<file path="config.mk">
export PLATFORM = sky130hd
export DESIGN_NAME = grc_div
export DESIGN_NICKNAME = d
export VERILOG_FILES = /design/src/grc_pkg.sv /design/src/grc_div.sv
export SDC_FILE = /design/constraint.sdc
export NUM_CORES = 1
export LEC_CHECK = 0
export ABC_AREA = 1
export BUFFER_PORTS_ARGS = -buffer_cell sky130_fd_sc_hd__buf_2
export CAP_MARGIN = 10
export CORE_MARGIN = 2
export CORE_UTILIZATION = 50
export CTS_CLUSTER_SIZE = 40
export DETAILED_ROUTE_END_ITERATION = 10
export GPL_TIMING_DRIVEN = 0
export PLACE_DENSITY = 0.84
export SYNTH_ARGS = -nofsm -noshare
export SYNTH_HDL_FRONTEND = slang
export SYNTH_SLANG_ARGS = --single-unit
</file>
<file path="constraint.sdc">
create_clock -name clk -period 2.7 [get_ports clk]
set_input_delay 0.54 -clock clk [delete_from_list [all_inputs] [get_ports clk]]
set_output_delay 0.54 -clock clk [all_outputs]
set_load 0.05 [all_outputs]
</file>
<file path="src/grc_pkg.sv">
`default_nettype none

package grc_pkg;

    // Grid geometry and number formats.
    localparam int GRID_W      = 64;
    localparam int GRID_H      = 64;
    localparam int CELL_BITS   = 8;
    localparam int ANGLE_BITS  = 12;
    localparam int FRAC_BITS   = 16;
    localparam int COORD_BITS  = 6;
    localparam int POS_BITS    = 22;
    localparam int ADDR_BITS   = 12;
    localparam int GRID_DEPTH  = GRID_W * GRID_H;

    // Trig is Q1.15; the Taylor argument is Q1.30.
    localparam int TRIG_BITS   = 16;
    localparam int MAG_BITS    = 15;
    localparam int X_BITS      = 31;
    localparam int TERM_BITS   = 32;
    localparam int SUM_BITS    = 34;
    localparam logic [31:0] PI_Q30 = 32'd3373259426;
    localparam int TAYLOR_TERMS = 7;
    localparam int RECIP_BITS  = 33;

    // Iterative divider sizes.
    localparam int DIV_NUM_W   = 40;
    localparam int DIV_QUO_W   = 32;

    // Depth arithmetic.
    localparam int DEPTH_BITS  = 22;
    localparam int QACC_BITS   = 33;
    localparam logic [DEPTH_BITS-1:0] MAX_DEPTH_RESET = 22'd1310720;

    // Item kinds.
    localparam logic KIND_WRITE = 1'b0;
    localparam logic KIND_CAST  = 1'b1;

    // Register index codes (paddr[2]).
    localparam logic REG_MAX_DEPTH = 1'b0;

    typedef struct packed {
        logic                  kind;
        logic [COORD_BITS-1:0] cell_x;
        logic [COORD_BITS-1:0] cell_y;
        logic [CELL_BITS-1:0]  cell_value;
        logic [POS_BITS-1:0]   pos_x;
        logic [POS_BITS-1:0]   pos_y;
        logic [ANGLE_BITS-1:0] angle;
    } in_item_t;

    typedef struct packed {
        logic                  hit;
        logic [DEPTH_BITS-1:0] depth;
        logic [COORD_BITS-1:0] hit_x;
        logic [COORD_BITS-1:0] hit_y;
        logic [CELL_BITS-1:0]  hit_value;
    } out_item_t;

    // Request and status between the sequencer and the divider.
    typedef struct packed {
        logic                  start;
        logic [DIV_NUM_W-1:0]  num;
        logic [MAG_BITS-1:0]   den;
    } div_req_t;

    typedef struct packed {
        logic                  done;
        logic                  ovf;
        logic [DIV_QUO_W-1:0]  quot;
        logic [MAG_BITS-1:0]   rem;
    } div_stat_t;

    // Reciprocal of the divisor (2k)(2k+1) of the k-th Taylor term, rounded up.
    // Multiplying a 32-bit term by it and shifting right gives the exact quotient.
    function automatic logic [RECIP_BITS-1:0] taylor_recip(input logic [2:0] k);
        logic [RECIP_BITS-1:0] m;
        begin
            case (k)
                3'd1:    m = 33'd5726623062;
                3'd2:    m = 33'd6871947674;
                3'd3:    m = 33'd6544712071;
                3'd4:    m = 33'd7635497416;
                3'd5:    m = 33'd4997780127;
                3'd6:    m = 33'd7048151461;
                3'd7:    m = 33'd5235769657;
                default: m = 33'd4294967296;
            endcase
            return m;
        end
    endfunction

    // Right shift that goes with each reciprocal.
    function automatic logic [5:0] taylor_shift(input logic [2:0] k);
        logic [5:0] s;
        begin
            case (k)
                3'd1:    s = 6'd35;
                3'd2:    s = 6'd37;
                3'd3:    s = 6'd38;
                3'd4:    s = 6'd39;
                3'd5:    s = 6'd39;
                3'd6:    s = 6'd40;
                3'd7:    s = 6'd40;
                default: s = 6'd32;
            endcase
            return s;
        end
    endfunction

endpackage

`default_nettype wire

</file>
<file path="src/grc_div.sv">
`default_nettype none

module grc_div import grc_pkg::*; (
    input  wire logic      clk,
    input  wire logic      rst_n,
    input  wire div_req_t  req,
    output div_stat_t      stat
);

    logic                 busy_reg, busy_next;
    logic                 done_reg, done_next;
    logic                 ovf_reg, ovf_next;
    logic [5:0]           cnt_reg, cnt_next;
    logic [MAG_BITS-1:0]  rem_reg, rem_next;
    logic [DIV_QUO_W-1:0] quo_reg, quo_next;
    logic [MAG_BITS-1:0]  den_reg, den_next;

    logic [MAG_BITS-1:0]  hi;
    logic [MAG_BITS:0]    trial;
    logic                 ge;

    // Restoring division, one quotient bit per cycle.
    always_comb
    begin
        busy_next = busy_reg;
        done_next = done_reg;
        ovf_next  = ovf_reg;
        cnt_next  = cnt_reg;
        rem_next  = rem_reg;
        quo_next  = quo_reg;
        den_next  = den_reg;
        hi        = MAG_BITS'(req.num[DIV_NUM_W-1:DIV_QUO_W]);
        trial     = {rem_reg, quo_reg[DIV_QUO_W-1]};
        ge        = (trial >= {1'b0, den_reg});

        if (req.start)
        begin
            den_next = req.den;
            quo_next = req.num[DIV_QUO_W-1:0];
            rem_next = hi;
            // The quotient does not fit when the high part reaches the divisor.
            if (hi >= req.den)
            begin
                ovf_next  = 1'b1;
                done_next = 1'b1;
                busy_next = 1'b0;
            end
            else
            begin
                ovf_next  = 1'b0;
                done_next = 1'b0;
                busy_next = 1'b1;
                cnt_next  = 6'(DIV_QUO_W);
            end
        end
        else if (busy_reg)
        begin
            rem_next = ge ? MAG_BITS'(trial - {1'b0, den_reg}) : MAG_BITS'(trial);
            quo_next = {quo_reg[DIV_QUO_W-2:0], ge};
            cnt_next = cnt_reg - 6'd1;
            if (cnt_reg == 6'd1)
            begin
                busy_next = 1'b0;
                done_next = 1'b1;
            end
        end
    end

    always_ff @(posedge clk or negedge rst_n)
    begin
        if (!rst_n)
        begin
            busy_reg <= 1'b0;
            done_reg <= 1'b0;
            ovf_reg  <= 1'b0;
            cnt_reg  <= '0;
        end
        else
        begin
            busy_reg <= busy_next;
            done_reg <= done_next;
            ovf_reg  <= ovf_next;
            cnt_reg  <= cnt_next;
        end
    end

    always_ff @(posedge clk)
    begin
        rem_reg <= rem_next;
        quo_reg <= quo_next;
        den_reg <= den_next;
    end

    assign stat.done = done_reg;
    assign stat.ovf  = ovf_reg;
    assign stat.quot = quo_reg;
    assign stat.rem  = rem_reg;

endmodule

`default_nettype wire

</file>
==> flow_metrics.py <==
metrics = {
    "global_route": {
        "overflow": 0,
        "grt_pass1_wl_mm": 18.06,
        "largest_net_degree_at_the_start_of_global_routing": 41,
        "grt_usage_pct": 23.35,
        "via_count_of_the_first_global_routing_pass": 4042,
        "antenna_found_initial": 0,
    },
    "route": {
        "vias_per_cell": 5.058,
        "drt_wl_total_mm": 10.83,
        "initial_drt_markers": 184,
        "firstDrtPassIters": 6,
        "ant_nets": 0,
        "drt_drc_violations_left": 0,
        "routed_wire_length_per_instance_um": 13.65,
        "num_vias": 4011,
    },
    "yosys": {
        "synth_compound_area_share_pct": 2.358,
        "synth_area_leader_cell": "sky130_fd_sc_hd__edfxtp_1",
        "post_synth_xor_area_fraction_pct": 1.591,
        "synth_sequential_area_ratio_pct": 45.80,
        "yosys-top-cells-area": "sky130_fd_sc_hd__edfxtp_1 38%, sky130_fd_sc_hd__nand2_1 20%, sky130_fd_sc_hd__ha_1 7.1%",
        "postSynthNetCount": 647,
        "synth_edf_count": 55,
        "synth_area_per_cell_um2": 7.823,
        "yosys_most_used_dff": "sky130_fd_sc_hd__edfxtp_1",
        "synth-adder-area-share_pct": 7.557,
        "synth_largest_type_area_fraction_pct": 37.50,
        "synth-simple-area-share_pct": 33.58,
        "synth_async_sr_flop_share_pct": 12.68,
        "synth_warnings": 0,
        "yosys-mux-area-fraction_pct": 0,
        "synth_top_family_by_area": "simple AND/OR/NAND/NOR gates",
        "syn_area_um2": 4404,
        "ffs_latches_synth": 71,
        "synth.lib_cells_used.distinct": 37,
        "post_synth_inst_count": 563,
    },
    "sta": {
        "min_period_over_period_pct": 90.08,
        "slew_violations": 0,
        "transition_time_at_the_pin_with_the_least_slew_margin_ns": 0.8638,
        "finalSetupViolations": 0,
        "timing.hold.ws_ns": 0.03013,
        "fmax_mhz": 411.1,
        "grt_setup_unrepaired": "no",
        "report.final.hold_viol_count": 0,
        "layout_min_cycle_time_ns": 2.432,
        "relSlewSlack_pct": 42.33,
        "timing.clock.skew_ns": 0.01256,
    },
    "setup_path": {
        "worst-endpoint-arrival_ns": 2.54,
        "worstSetupEndpointType": "register",
        "critical_path.cell_chain": "inv_1 -> ha_1 -> fa_1 -> inv_1 -> nand2_1 -> nand2_1 -> nand3_2 -> nand3_2 -> nand2_4 -> nand2_4 -> buf_6 -> nand2_1 -> nand3_1 -> nand2_1",
        "critPathLaunchType": "register",
        "cp_data_required_time_ns": 2.80,
        "timing.critical_path.slowest_stage_cell": "sky130_fd_sc_hd__fa_1",
        "path_class": "register to register",
        "critPathMaxStageDelay_ns": 0.42,
        "critical_path.max_fanout": 10,
        "library_cell_appearing_most_often_on_the_critical_path": "sky130_fd_sc_hd__nand2_1",
    },
    "power_and_ir_drop": {
        "power_consumption_mw": 4.857,
        "vdd.ir_drop.worst_mv": 0.4754,
        "powerDensity_nw_per_um2": 918.4,
        "static_leakage_power_nw": 2.893,
    },
    "floorplanning": {
        "ios": 107,
        "die_h_um": 97.86,
        "floorplan.die.width_um": 97.86,
        "initial_utilization_pct": 51.00,
        "core_region_area_um2": 8636,
        "core.rowCount": 34,
        "die_area_um2": 9576,
    },
    "finish": {
        "final_area_um2": 5289,
        "post_route_cells_drive_above_1_share_pct": 21.61,
        "layout.cells.most_common": "sky130_fd_sc_hd__nand2_1",
        "post-route-util_pct": 61.24,
        "antenna_cells": 0,
        "most-common-layout-cells": "231 x sky130_fd_sc_hd__nand2_1, 109 x sky130_fd_sc_hd__buf_2, 81 x sky130_fd_sc_hd__inv_1, 55 x sky130_fd_sc_hd__edfxtp_1, 46 x sky130_fd_sc_hd__nand3_1",
        "syn2layout_area_growth_pct": 20.09,
        "nets": 764,
        "largest_register_ff_count": 32,
    },
    "placed_design": {
        "place_hpwl_mm": 8.442,
        "place.gp.congestion": 0.9646,
        "area_post_placement_um2": 5070,
        "buffer_ports.inserted": 106,
    },
    "min_path": {
        "class_of_the_tightest_hold_or_removal_check": "input port to asynchronous set/reset pin",
    },
    "clock_network": {
        "cts-root-buf": "sky130_fd_sc_hd__clkbuf_8",
        "clk_path_buf_depth": 2,
        "cts_post_setup_buffers_inserted": 0,
        "cts-buffers-inserted": 9,
        "clock_pin_slew_on_the_worst_setup_and_hold_paths_ns": 0.08,
        "cts.repair.resized": 0,
        "cts_max_level": 3,
        "cts_tree": "done",
        "clock_latency_late_sink_ns": 0.35,
        "hold_buffers": 0,
        "cts.sinks": 71,
    },
    "status": {
        "outcome": "finished clean",
    },
    "run": {
        "drv_cap": 0,
    },
}
## logic make-up after synthesis
group | count (synthesis)
compound gates | 17
buf+inv | 100
fa+ha+maj | 26
xor+xnor | 8
flops | 71
simple gates | 341
## metrics by stage
step	setup TNS, ns	setup WS, ns	std cells
detailed placement	0	0.1202	777
CTS	0	0.2895	793
global route	0	0.07312	793
global placement	-10.67	-0.2689	777
floorplan	0	0.2907	563
finish	0	0.2678	793
## area by class of cell
class / count / area (µm²)
multi-input cells: 392 / 1986
flip-flops and latches: 71 / 2017
well taps: 108 / 135.1
clock inverters: 7 / 95.09
inverters: 86 / 322.8
repair buffers: 106 / 530.5
fillers: 797 / 3347
clock buffers: 9 / 123.9
plain buffers: 14 / 78.83
## worst max-delay path, delay by kind of cell, from the launching register on
kind                       cells  cell delay [ns]
adders and majority gates      2             0.65
DFF                            1             0.40
and+or+nand+nor                9             0.77
buffers and inverters          3             0.36
## worst paths after layout
path | from | to | depth (start not counted) | slack (ns)
max in group asynchronous | rst_n | cnt_reg[0] | 1 | 2.48
setup / recovery | quo_reg[31] | rem_reg[3] | 14 | 0.27
hold / removal | rst_n | cnt_reg[2] | 1 | 0.03
min in group clk | req[1] | den_reg[1] | 1 | 0.39
setup reg to reg | quo_reg[31] | rem_reg[3] | 14 | 0.27
hold reg to reg | rem_reg[14] | rem_reg[14] | 2 | 0.50
## layer usage
| layer | up-vias | wire length (µm) | global-route usage, % |
|---|---|---|---|
| met5 | - | 0 | 0 |
| met4 | 0 | 381 | 13.03 |
| met3 | 27 | 641 | 3.436 |
| met2 | 160 | 5250 | 39.67 |
| met1 | 1807 | 4551 | 28.48 |
| li1 | 2017 | - | - |
## Yosys cell counts, drive strengths merged (5+ instances only)
library cell and n:
nand4 9, clkbuf 5, inv 85, nand3 48, nor2 31, a21oi 9
nor3 5, dfxtp 7, nand3b 9, buf 9, ha 25, nand2 235
dfrtp 9, o21ai 6, edfxtp 55
## power by group
group	total [mW]	leakage, nW	internal, mW	switching (mW)
sequential	1.61	0.740	1.43	0.176
clock	0.943	0.111	0.522	0.421
combinational	2.30	2.04	0.714	1.59
total	4.86	2.89	2.67	2.19
Note: power is estimated with default switching activity, not from simulation.
